===== src/hw/rtl/kwda_pkg.sv =====
// ----------------------------------------------------------------------------
// kwda_pkg: shared constants and types of the knob wrap delta accumulator
// Field widths, derived arithmetic widths and the divider request/response.
// ----------------------------------------------------------------------------
package kwda_pkg;

    // Number of knob channels; a power of two no larger than the channel field.
    localparam int CHANNELS      = 16;
    localparam int CH_FIELD_BITS = 4;
    localparam int CH_IDX_BITS   = $clog2(CHANNELS);

    localparam int VALUE_BITS    = 16;
    localparam int FRAC_BITS     = 16;

    // A difference of two readings needs one more bit, a sum of two differences two.
    localparam int DELTA_BITS    = VALUE_BITS + 2;
    localparam int RANGE_BITS    = VALUE_BITS + 1;
    localparam int MAG_BITS      = VALUE_BITS + 1;
    localparam int DIVIDEND_BITS = MAG_BITS + FRAC_BITS;
    localparam int TERM_BITS     = DIVIDEND_BITS + 1;
    localparam int DIV_CNT_BITS  = $clog2(DIVIDEND_BITS + 1);

    localparam int TOTAL_BITS    = 40;
    localparam int TURN_BITS     = 48;

    typedef struct packed {
        logic                     start;
        logic [DIVIDEND_BITS-1:0] dividend;
        logic [VALUE_BITS-1:0]    divisor;
    } t_div_req;

    typedef struct packed {
        logic                     done;
        logic [DIVIDEND_BITS-1:0] quotient;
    } t_div_rsp;

endpackage


===== src/hw/rtl/kwda_in_if.sv =====
// ----------------------------------------------------------------------------
// kwda_in_if: input item channel
// Valid/ready handshake carrying one knob sample.
// ----------------------------------------------------------------------------
interface kwda_in_if import kwda_pkg::*; ();
    logic                         valid;
    logic                         ready;
    logic [CH_FIELD_BITS-1:0]     channel;
    logic signed [VALUE_BITS-1:0] reading;
    logic signed [VALUE_BITS-1:0] reading_min;
    logic signed [VALUE_BITS-1:0] reading_max;

    modport source (output valid, output channel, output reading, output reading_min,
                    output reading_max, input ready);
    modport sink   (input valid, input channel, input reading, input reading_min,
                    input reading_max, output ready);
endinterface


===== src/hw/rtl/kwda_out_if.sv =====
// ----------------------------------------------------------------------------
// kwda_out_if: result item channel
// Valid/ready handshake carrying the delta and the running totals.
// ----------------------------------------------------------------------------
interface kwda_out_if import kwda_pkg::*; ();
    logic                         valid;
    logic                         ready;
    logic                         first_sample;
    logic signed [DELTA_BITS-1:0] step_delta;
    logic signed [TOTAL_BITS-1:0] total_delta;
    logic signed [TURN_BITS-1:0]  total_turns;

    modport source (output valid, output first_sample, output step_delta,
                    output total_delta, output total_turns, input ready);
    modport sink   (input valid, input first_sample, input step_delta,
                    input total_delta, input total_turns, output ready);
endinterface


===== src/hw/rtl/kwda_div.sv =====
// ----------------------------------------------------------------------------
// kwda_div: bit-serial unsigned divider
// Restoring division, one quotient bit per cycle, dividend shifted in MSB first.
// ----------------------------------------------------------------------------
module kwda_div import kwda_pkg::*; (
    input  logic     i_clk,
    input  logic     i_rst_n,
    input  t_div_req i_req,
    output t_div_rsp o_rsp
);

    logic                     r_busy;
    logic                     r_done;
    logic [DIV_CNT_BITS-1:0]  r_cnt;
    logic [DIVIDEND_BITS-1:0] r_quo;
    logic [VALUE_BITS-1:0]    r_rem;
    logic [VALUE_BITS-1:0]    r_divisor;

    logic [VALUE_BITS:0]      shifted;
    logic [VALUE_BITS:0]      diff;

    always_comb begin
        shifted = {r_rem, r_quo[DIVIDEND_BITS-1]};
        diff    = shifted - {1'b0, r_divisor};
    end

    always_ff @(posedge i_clk) begin
        if (!i_rst_n) begin
            r_busy <= 1'b0;
            r_done <= 1'b0;
            r_cnt  <= '0;
        end else begin
            r_done <= 1'b0;
            if (i_req.start) begin
                r_busy    <= 1'b1;
                r_cnt     <= DIV_CNT_BITS'(DIVIDEND_BITS);
                r_quo     <= i_req.dividend;
                r_rem     <= '0;
                r_divisor <= i_req.divisor;
            end else if (r_busy) begin
                // The partial remainder stays below the divisor, so it fits the
                // divisor width whether or not the subtraction is taken.
                if (!diff[VALUE_BITS]) begin
                    r_rem <= diff[VALUE_BITS-1:0];
                    r_quo <= {r_quo[DIVIDEND_BITS-2:0], 1'b1};
                end else begin
                    r_rem <= shifted[VALUE_BITS-1:0];
                    r_quo <= {r_quo[DIVIDEND_BITS-2:0], 1'b0};
                end
                r_cnt <= r_cnt - 1'b1;
                if (r_cnt == DIV_CNT_BITS'(1)) begin
                    r_busy <= 1'b0;
                    r_done <= 1'b1;
                end
            end
        end
    end

    assign o_rsp.done     = r_done;
    assign o_rsp.quotient = r_quo;

endmodule


===== src/hw/rtl/knob_wrap_delta_accumulator_top.sv =====
// ----------------------------------------------------------------------------
// knob_wrap_delta_accumulator_top: per-channel knob delta and turn accumulator
// Wrap-corrected reading deltas, saturating delta totals and Q16 turn totals.
// ----------------------------------------------------------------------------
// The block works on one item at a time. An item with a nonzero range passes
// through the PREP and ACC states, the bit-serial divider producing one
// quotient bit per cycle for the turn term, then TERM and TURN; a first
// sample on a channel goes from PREP to DONE and a zero range from ACC to DONE.
// Input ready is high whenever no item is in work, even while the previous
// result still waits in the output register. Channel state lives in registers,
// 16 entries, and reset clears only the per-channel seen bits.
module knob_wrap_delta_accumulator_top import kwda_pkg::*; (
    input  logic       i_clk,
    input  logic       i_rst_n,
    kwda_in_if.sink    i_in,
    kwda_out_if.source o_out
);

    typedef enum logic [2:0] {
        S_IDLE,
        S_PREP,
        S_ACC,
        S_DIV,
        S_TERM,
        S_TURN,
        S_DONE
    } t_state;

    t_state r_state;

    logic [CHANNELS-1:0]          r_seen;
    logic signed [VALUE_BITS-1:0] r_last [CHANNELS];
    logic signed [TOTAL_BITS-1:0] r_dsum [CHANNELS];
    logic signed [TURN_BITS-1:0]  r_tsum [CHANNELS];

    logic [CH_IDX_BITS-1:0]       r_ch;
    logic signed [VALUE_BITS-1:0] r_value;
    logic signed [VALUE_BITS-1:0] r_vmin;
    logic signed [VALUE_BITS-1:0] r_vmax;
    logic                         r_first;
    logic signed [DELTA_BITS-1:0] r_delta;
    logic signed [RANGE_BITS-1:0] r_range;
    logic                         r_neg;
    logic signed [TERM_BITS-1:0]  r_term;
    logic signed [TOTAL_BITS-1:0] r_tot;
    logic signed [TURN_BITS-1:0]  r_turn;

    logic                         r_out_valid;
    logic                         r_o_first;
    logic signed [DELTA_BITS-1:0] r_o_delta;
    logic signed [TOTAL_BITS-1:0] r_o_total;
    logic signed [TURN_BITS-1:0]  r_o_turns;

    logic signed [DELTA_BITS-1:0] val_x;
    logic signed [DELTA_BITS-1:0] min_x;
    logic signed [DELTA_BITS-1:0] max_x;
    logic signed [DELTA_BITS-1:0] prev_x;
    logic signed [DELTA_BITS-1:0] d0;
    logic signed [DELTA_BITS-1:0] mag;
    logic signed [DELTA_BITS-1:0] range_c;
    logic signed [DELTA_BITS-1:0] half;
    logic signed [DELTA_BITS-1:0] delta_c;

    logic signed [TOTAL_BITS:0]   dsum_raw;
    logic signed [TOTAL_BITS-1:0] dsum_c;
    logic signed [TURN_BITS:0]    tsum_raw;
    logic signed [TURN_BITS-1:0]  tsum_c;
    logic [DELTA_BITS-1:0]        delta_abs;
    logic [RANGE_BITS-1:0]        range_abs;
    logic [TERM_BITS-1:0]         term_pos;
    logic signed [TERM_BITS-1:0]  term_c;

    t_div_req div_req;
    t_div_rsp div_rsp;

    // Delta and wrap correction against the stored reading.
    always_comb begin
        val_x   = DELTA_BITS'(r_value);
        min_x   = DELTA_BITS'(r_vmin);
        max_x   = DELTA_BITS'(r_vmax);
        prev_x  = DELTA_BITS'(r_last[r_ch]);
        d0      = val_x - prev_x;
        mag     = d0[DELTA_BITS-1] ? -d0 : d0;
        range_c = max_x - min_x;
        // Adding the sign bit before the shift makes the halving truncate toward zero.
        half    = (range_c + DELTA_BITS'($signed({1'b0, range_c[DELTA_BITS-1]}))) >>> 1;
        if (mag > half) begin
            if (val_x > prev_x) begin
                delta_c = (min_x - prev_x) + (val_x - max_x);
            end else begin
                delta_c = (max_x - prev_x) + (val_x - min_x);
            end
        end else begin
            delta_c = d0;
        end
    end

    // Saturating totals and the signed turn term.
    always_comb begin
        dsum_raw = (TOTAL_BITS + 1)'(r_dsum[r_ch]) + (TOTAL_BITS + 1)'(r_delta);
        if (dsum_raw[TOTAL_BITS] != dsum_raw[TOTAL_BITS-1]) begin
            dsum_c = dsum_raw[TOTAL_BITS] ? {1'b1, {(TOTAL_BITS-1){1'b0}}}
                                          : {1'b0, {(TOTAL_BITS-1){1'b1}}};
        end else begin
            dsum_c = dsum_raw[TOTAL_BITS-1:0];
        end

        tsum_raw = (TURN_BITS + 1)'(r_tsum[r_ch]) + (TURN_BITS + 1)'(r_term);
        if (tsum_raw[TURN_BITS] != tsum_raw[TURN_BITS-1]) begin
            tsum_c = tsum_raw[TURN_BITS] ? {1'b1, {(TURN_BITS-1){1'b0}}}
                                         : {1'b0, {(TURN_BITS-1){1'b1}}};
        end else begin
            tsum_c = tsum_raw[TURN_BITS-1:0];
        end

        delta_abs = r_delta[DELTA_BITS-1] ? DELTA_BITS'(-r_delta) : DELTA_BITS'(r_delta);
        range_abs = r_range[RANGE_BITS-1] ? RANGE_BITS'(-r_range) : RANGE_BITS'(r_range);
        term_pos  = {1'b0, div_rsp.quotient};
        term_c    = r_neg ? -$signed(term_pos) : $signed(term_pos);
    end

    always_comb begin
        div_req.start    = (r_state == S_ACC) && (r_range != '0);
        div_req.dividend = {delta_abs[MAG_BITS-1:0], {FRAC_BITS{1'b0}}};
        div_req.divisor  = range_abs[VALUE_BITS-1:0];
    end

    kwda_div u_div (
        .i_clk   (i_clk),
        .i_rst_n (i_rst_n),
        .i_req   (div_req),
        .o_rsp   (div_rsp)
    );

    always_ff @(posedge i_clk) begin
        if (!i_rst_n) begin
            r_state     <= S_IDLE;
            r_out_valid <= 1'b0;
            r_seen      <= '0;
        end else begin
            if (o_out.ready && r_state != S_DONE) begin
                r_out_valid <= 1'b0;
            end
            unique case (r_state)
                S_IDLE: begin
                    if (i_in.valid) begin
                        r_ch    <= i_in.channel[CH_IDX_BITS-1:0];
                        r_value <= i_in.reading;
                        r_vmin  <= i_in.reading_min;
                        r_vmax  <= i_in.reading_max;
                        r_state <= S_PREP;
                    end
                end
                S_PREP: begin
                    if (!r_seen[r_ch]) begin
                        // First sample: store the reading and start the totals at zero.
                        r_seen[r_ch] <= 1'b1;
                        r_last[r_ch] <= r_value;
                        r_dsum[r_ch] <= '0;
                        r_tsum[r_ch] <= '0;
                        r_first      <= 1'b1;
                        r_delta      <= '0;
                        r_tot        <= '0;
                        r_turn       <= '0;
                        r_state      <= S_DONE;
                    end else begin
                        r_first <= 1'b0;
                        r_delta <= delta_c;
                        r_range <= range_c[RANGE_BITS-1:0];
                        r_state <= S_ACC;
                    end
                end
                S_ACC: begin
                    r_last[r_ch] <= r_value;
                    r_dsum[r_ch] <= dsum_c;
                    r_tot        <= dsum_c;
                    r_neg        <= r_delta[DELTA_BITS-1] ^ r_range[RANGE_BITS-1];
                    if (r_range == '0) begin
                        r_turn  <= r_tsum[r_ch];
                        r_state <= S_DONE;
                    end else begin
                        r_state <= S_DIV;
                    end
                end
                S_DIV: begin
                    if (div_rsp.done) begin
                        r_state <= S_TERM;
                    end
                end
                S_TERM: begin
                    r_term  <= term_c;
                    r_state <= S_TURN;
                end
                S_TURN: begin
                    r_tsum[r_ch] <= tsum_c;
                    r_turn       <= tsum_c;
                    r_state      <= S_DONE;
                end
                S_DONE: begin
                    if (!r_out_valid || o_out.ready) begin
                        r_out_valid <= 1'b1;
                        r_o_first   <= r_first;
                        r_o_delta   <= r_delta;
                        r_o_total   <= r_tot;
                        r_o_turns   <= r_turn;
                        r_state     <= S_IDLE;
                    end
                end
                default: begin
                    r_state <= S_IDLE;
                end
            endcase
        end
    end

    assign i_in.ready         = (r_state == S_IDLE);
    assign o_out.valid        = r_out_valid;
    assign o_out.first_sample = r_o_first;
    assign o_out.step_delta   = r_o_delta;
    assign o_out.total_delta  = r_o_total;
    assign o_out.total_turns  = r_o_turns;

endmodule

===== src/flat_wrapper.sv =====
// flat-port wrapper written by rule: the top's interface ports become plain ports
module knob_wrap_delta_accumulator_top_flat import kwda_pkg::*;
  (i_clk, i_rst_n, i_in_valid, i_in_channel, i_in_reading, i_in_reading_min, i_in_reading_max, i_in_ready, o_out_valid, o_out_first_sample, o_out_step_delta, o_out_total_delta, o_out_total_turns, o_out_ready);
  kwda_in_if i_in_i ();
  kwda_out_if o_out_i ();
  input  logic i_clk;
  input  logic i_rst_n;
  input wire logic [$bits(i_in_i.valid)-1:0] i_in_valid;
  input wire logic [$bits(i_in_i.channel)-1:0] i_in_channel;
  input wire logic [$bits(i_in_i.reading)-1:0] i_in_reading;
  input wire logic [$bits(i_in_i.reading_min)-1:0] i_in_reading_min;
  input wire logic [$bits(i_in_i.reading_max)-1:0] i_in_reading_max;
  output wire logic [$bits(i_in_i.ready)-1:0] i_in_ready;
  output wire logic [$bits(o_out_i.valid)-1:0] o_out_valid;
  output wire logic [$bits(o_out_i.first_sample)-1:0] o_out_first_sample;
  output wire logic [$bits(o_out_i.step_delta)-1:0] o_out_step_delta;
  output wire logic [$bits(o_out_i.total_delta)-1:0] o_out_total_delta;
  output wire logic [$bits(o_out_i.total_turns)-1:0] o_out_total_turns;
  input wire logic [$bits(o_out_i.ready)-1:0] o_out_ready;
  assign i_in_i.valid = i_in_valid;
  assign i_in_i.channel = i_in_channel;
  assign i_in_i.reading = i_in_reading;
  assign i_in_i.reading_min = i_in_reading_min;
  assign i_in_i.reading_max = i_in_reading_max;
  assign i_in_ready = i_in_i.ready;
  assign o_out_valid = o_out_i.valid;
  assign o_out_first_sample = o_out_i.first_sample;
  assign o_out_step_delta = o_out_i.step_delta;
  assign o_out_total_delta = o_out_i.total_delta;
  assign o_out_total_turns = o_out_i.total_turns;
  assign o_out_i.ready = o_out_ready;
  knob_wrap_delta_accumulator_top u_core (.i_clk(i_clk), .i_rst_n(i_rst_n), .i_in(i_in_i), .o_out(o_out_i));
endmodule

===== config.mk =====
export PLATFORM = sky130hd
export DESIGN_NAME = knob_wrap_delta_accumulator_top_flat
export DESIGN_NICKNAME = d
export VERILOG_FILES = /design/src/hw/rtl/kwda_pkg.sv /design/src/hw/rtl/kwda_in_if.sv /design/src/hw/rtl/kwda_out_if.sv /design/src/hw/rtl/kwda_div.sv /design/src/hw/rtl/knob_wrap_delta_accumulator_top.sv /design/src/flat_wrapper.sv
export SDC_FILE = /design/constraint.sdc
export NUM_CORES = 2
export LEC_CHECK = 0
export BUFFER_PORTS_ARGS = -buffer_cell sky130_fd_sc_hd__buf_2
export CAP_MARGIN = 10
export CORE_ASPECT_RATIO = 0.7
export CORE_MARGIN = 4
export CORE_UTILIZATION = 60
export CTS_BUF_LIST = sky130_fd_sc_hd__clkbuf_4 sky130_fd_sc_hd__clkbuf_8 sky130_fd_sc_hd__clkbuf_16
export DETAILED_ROUTE_END_ITERATION = 16
export PLACE_DENSITY_LB_ADDON = 0.2
export SKIP_LAST_GASP = 1
export SLEW_MARGIN = 20
export SYNTH_ARGS = -nofsm -noshare
export SYNTH_HDL_FRONTEND = slang
export SYNTH_SLANG_ARGS = --single-unit

===== constraint.sdc =====
create_clock -name i_clk -period 10.8 [get_ports i_clk]
set_input_delay 1.08 -clock i_clk [delete_from_list [all_inputs] [get_ports i_clk]]
set_output_delay 1.08 -clock i_clk [all_outputs]
set_load 0.01 [all_outputs]

* Word level (Yosys, flattened, before mapping)
Memory sizes are Yosys's and may differ from the RTL's. A register that Yosys moved wholly into a read port is not among the register bits.
Index checks and enable logic that the tools add are counted.
** Storage, ports and cells
- Flip-flop bits (word level) :: 411
- Bits of input ports :: 56
- Output and inout port bits :: 109
- Memory bits (writable) :: 1664
- Memories :: 3
- Word-level logic and storage cells :: 154
** Memories
- u_core.r_tsum :: words 16, bits a word 48, rd ports 1, clocked after memory_dff 1, write ports 1, RTL line knob_wrap_delta_accumulator_top.sv:34 : logic signed [TURN_BITS-1:0] r_tsum [CHANNELS];
- u_core.r_dsum :: words 16, bits a word 40, rd ports 1, clocked after memory_dff 1, write ports 1, RTL line knob_wrap_delta_accumulator_top.sv:33 : logic signed [TOTAL_BITS-1:0] r_dsum [CHANNELS];
- u_core.r_last :: words 16, bits a word 16, rd ports 1, clocked after memory_dff 1, write ports 1, RTL line knob_wrap_delta_accumulator_top.sv:32 : logic signed [VALUE_BITS-1:0] r_last [CHANNELS];
** Cells by class
- Multiplexer cells :: 55
- Reduce and logical (&&, ||, !) cells :: 25
- Equality and inequality tests :: 15
- Order comparisons :: 4
- $add $sub $neg :: 17
- Bitwise operators :: 8
** Operator list (number)
- 2-to-1 mux 48 bit :: 5
- 2-to-1 mux 40 bit :: 4
- case mux 48 bit (3 select lines) :: 1
- subtractor 16 x 16 -> 17 bit :: 6
- 2-to-1 mux 33 bit :: 3
- case mux 40 bit (2 select lines) :: 1
- 2-to-1 mux 16 bit :: 4
- 2-to-1 mux 18 bit :: 3
- adder 48 x 34 -> 49 bit :: 1
- adder 40 x 18 -> 41 bit :: 1
- adder 18 bit :: 2
- negation 33 -> 34 bit :: 1
- case mux 3 bit (7 select lines) :: 1
- 2-to-1 mux 1 bit :: 20
- adder 17 x 2 -> 18 bit :: 1
- > comparator 18 x 17 -> 1 bit :: 1
- negation 18 bit :: 1
- logical NOT 17 bit :: 1
- 2-to-1 mux 17 bit :: 1
- negation 17 bit :: 1
- nonzero test 17 bit :: 1
- subtractor 17 x 16 -> 17 bit :: 1
- > comparator 16 bit :: 1
- negation 16 bit :: 1
- other kinds (31) :: 61

* Longest topological paths before layout
- Word-level depth :: 7
- Depth in mapped cells :: 31
- Mapped depth without buffers :: 28

* Cells and area by module
A second synthesis with hierarchy kept.
** Second synthesis, totals
- Cells, all modules :: 5010
- Area, all modules :: 90136.4 sq um
** Modules (own cells, without submodules)
- knob_wrap_delta_accumulator_top :: times used 1, sequential area each 59997.5 sq um, cells each 4711, area an instance 86331.5 sq um
- kwda_div :: times used 1, sequential area each 2112.0 sq um, cells each 299, area an instance 3804.9 sq um

* Worst setup path before layout
OpenSTA, ideal clock, no wires.
- Kind :: input to register
- Start point :: input i_rst_n
- End point :: register u_core.r_o_first, in the netlist u_core.o_out.first_sample, enable pin
- Library setup time :: 0.704 ns
- Path buffers :: 1
- Data required time :: 10.096 ns
- Arrival :: 8.628 ns
- Path slack :: 1.468 ns
- Stages :: 3
- Cell sequence :: clkbuf_1 > nand2_1 > nor3_1
** On the way
- Longest elaborated chain between the ends :: 1
** RTL lines
- start: declaration :: RTL line flat_wrapper.sv:7 : input logic i_rst_n;
- AND reduction 3 bit (no line)
- end signal: assignment :: RTL line knob_wrap_delta_accumulator_top.sv:202 : r_o_first <= r_first;
- end: declaration :: RTL line knob_wrap_delta_accumulator_top.sv:49 : logic r_o_first;
Every way passes these cells.
A chain may end at the register's enable or synchronous reset.

==> results.cfg <==
[timing]
finalSetupTns_ns = 0
rsz0062_at_grt = false
max_freq_ghz = 0.120
finalSetupViolations = 0
hold_viol = 0
slew_viol_final = 0
fin_ws_ns = 2.46
fin_skew_ns = 0.0535
fin_crit_sh_pct = 77.3
worstMarginPinSlew_ns = 1.16
slew_headroom_pct = 22.6
finalCriticalPeriod_ns = 8.34

[logic_synthesis]
synthSimpleGateAreaFrac_pct = 4.58
syn_area_mm2 = 0.0913
synth_most_common_cell = edfxtp_1
synthesis.nets = 5608
yosys.area.top_type = edfxtp_1
synth_top_area_share_pct = 67.3
yosys.cell_types.count = 87
synth_area_leaders = edfxtp_1 67%, mux4_2 13%, ha_1 3.6%
synth-xor-area-share_pct = 2.73
synth_fa_ha_area_share_pct = 3.79
ys_ff_latch = 2079
synth_common_cells = 2,047 x edfxtp_1, 524 x mux4_2, 299 x nand2_1
synth-edff-count = 2047
synth_mux_area_share_pct = 13.3
yosysWarningCount = 0
synth-seq-area-share_pct = 68.0
synth_top_family_by_area = multiplexers
synthFlopType = edfxtp_1
synth.avg_cell_area_um2 = 17.3
async_flop_share_pct = 0
synth_compound_area_share_pct = 5.93
syn_inst = 5282

[drt]
routed_wl_um = 229000
via_per_inst = 6.71
ant_nets = 0
drt-pass1-iter-count = 6
remaining_drc_errors = 0
vias = 51700
wire_per_inst_um = 29.8
initialDrtViolationCount = 6958

[place]
place_inst = 7352
post-place-ws_ns = 2.53
dp_hpwl_um = 136000
numPortBuffers = 164
gp_congestion = 0.943

[critical_path]
endpoint_kind = flip-flop
worstPathArrival_ns = 8.91
rrSetupSlack_ns = 2.46
start_kind = flip-flop
worstPathMaxFanout = 49
cp.required_ns = 11.37
criticalPathCategory = flip-flop to flip-flop

[die]
start_util_pct = 60.5
die_h_um = 334
die_area_mm2 = 0.159
rows = 119
die_w_um = 474
pin_count = 165
core_area_mm2 = 0.151

[global_routing]
grt_pass1_wl_um = 338000
track_usage_pct = 29.1
grt_pass1_vias = 50500
grt.overflow.total = 0
grt_start_max_net_pins = 105
grt_antenna_before_repair = 5

[clock_tree]
cts.clk_slew.worst_paths_ns = 0.07
cts_root_buf = clkbuf_16
cts_setup_buffers = 0
cts_tree = built
cts_resized = 0
cts_buffers = 187
htreeDepth = 4
cts.sinks = 2079
postCtsHoldBufs = 0
clockBufferDepth = 3
insertion_delay_ns = 0.86

[power_and_ir_drop]
power.density_mw_per_mm2 = 245
ir_worst_vdd_mv = 0.196
p_leak_nw = 34.2
finalPower_mw = 24.7

[final_layout]
nNetsFinal = 5873
fillers = 9725
drive_above_1_share_pct = 21.5
layout.cells.non_filler = 7702
area_delta_synth_final_pct = 10.8

[min_path]
hold_class = flip-flop to flip-flop

[status]
status = finished, final reports clean

[run]
maxCapViolations = 0
## cells by family (layout without fill, tap and decap cells)
group / count (synthesis) / in the layout
simple gates: 900 / 900
mux: 553 / 553
other cells: 1 / 5
fa+ha+maj: 270 / 270
xor+xnor: 285 / 285
compound gates: 824 / 824
flops: 2079 / 2079
buf+inv: 370 / 790
## layer usage
metal | up-vias | share of wire, % | track usage (%)
met5 | - | 0.0039 | 0
met4 | 2 | 3.4 | 9.98
met3 | 453 | 11 | 6.04
met2 | 3038 | 45 | 42.9
met1 | 26400 | 41 | 44.2
li1 | 21800 | - | -
## path summary, 6_finish.rpt
| kind | from | end | cells after the start |
|---|---|---|---|
| worst max-delay path | flip-flop | u_core.r_delta[17] | 21 |
| worst min-delay path | u_core.r_turn[3] | u_core.o_out.total_turns[3] | 0 |
| worst max register to register | flip-flop | u_core.r_delta[17] | 21 |
| worst min register to register | u_core.r_turn[3] | u_core.o_out.total_turns[3] | 0 |
## worst max-delay path, stage by stage, from the launching register on
cell       delay [ns]
dfxtp_4          1.02
buf_4            0.40
mux4_2           0.52
mux4_2           0.48
inv_1            0.21
ha_1             0.32
a21o_1           0.18
a21oi_1          0.29
xnor2_1          0.21
or3_1            0.42
or3_1            0.36
or4_1            0.47
o31ai_1          0.27
xnor2_1          0.17
ha_1             0.27
a21o_1           0.16
a2111oi_0        0.40
o21ai_0          0.15
nand3_1          0.61
inv_2            0.36
o2111a_1         0.26
a2111oi_0        0.45
## power by group
group          internal [mW]  switching, mW  total [mW]
Combinational           3.28           5.08        8.36
Clock                   3.58           2.97        6.55
Sequential              9.52          0.302        9.83
Total                   16.4           8.36        24.7
## metrics by stage
step                      instance area [um^2]  hold slack (ns)  util, %
after global routing                    101000            0.394     67.0
after global placement                   95000            0.403     63.0
after CTS                               101000            0.356     67.0
after detailed placement                 95000            0.405     63.0
after floorplan                          91300            0.400        -
final                                   101000            0.416     67.0
## registers in the layout, indices dropped and copies added, names as in the netlist, 3 cells and up, named ones only
| register | flops |
|---|---|
| u_core.r_tsum | 768 |
| u_core.r_dsum | 640 |
| u_core.r_last | 256 |
| u_core.o_out.total_turns | 48 |
| u_core.r_turn | 48 |
| u_core.o_out.total_delta | 40 |
| u_core.r_tot | 40 |
| u_core.r_term | 34 |
| u_core.u_div.r_quo | 33 |
| u_core.o_out.step_delta | 18 |
| u_core.r_delta | 18 |
| u_core.r_range | 17 |
| u_core.r_seen | 16 |
| u_core.r_value | 16 |
| u_core.r_vmax | 16 |
| u_core.r_vmin | 16 |
| u_core.u_div.r_divisor | 16 |
| u_core.u_div.r_rem | 16 |
| u_core.u_div.r_cnt | 6 |
| u_core.r_ch | 4 |
| u_core.r_state | 3 |
## placed cells by master (no fill, tap or decap), types with 67 or more instances in the layout
| cell | n |
|---|---|
| nand2_1 | 299 |
| xor2_1 | 92 |
| mux4_2 | 524 |
| clkbuf_16 | 188 |
| a21oi_1 | 182 |
| ha_1 | 259 |
| buf_4 | 118 |
| a21o_1 | 67 |
| nor2_1 | 202 |
| edfxtp_1 | 2047 |
| o21ai_0 | 190 |
| buf_2 | 164 |
| inv_1 | 155 |
| xnor2_1 | 192 |
## area by class of cell
cell class              instances  area [um^2]  area share, %
repair buffers                288         1840           1.82
clock inverters               111          966          0.955
diodes                          4         10.0        0.00990
flip-flops and latches       2079        62100           61.4
inverters                     158          593          0.587
clock buffers                 233         5040           4.99
multi-input cells            2833        28000           27.7
well taps                    1996         2500           2.47
(Power assumes the default switching activity.)
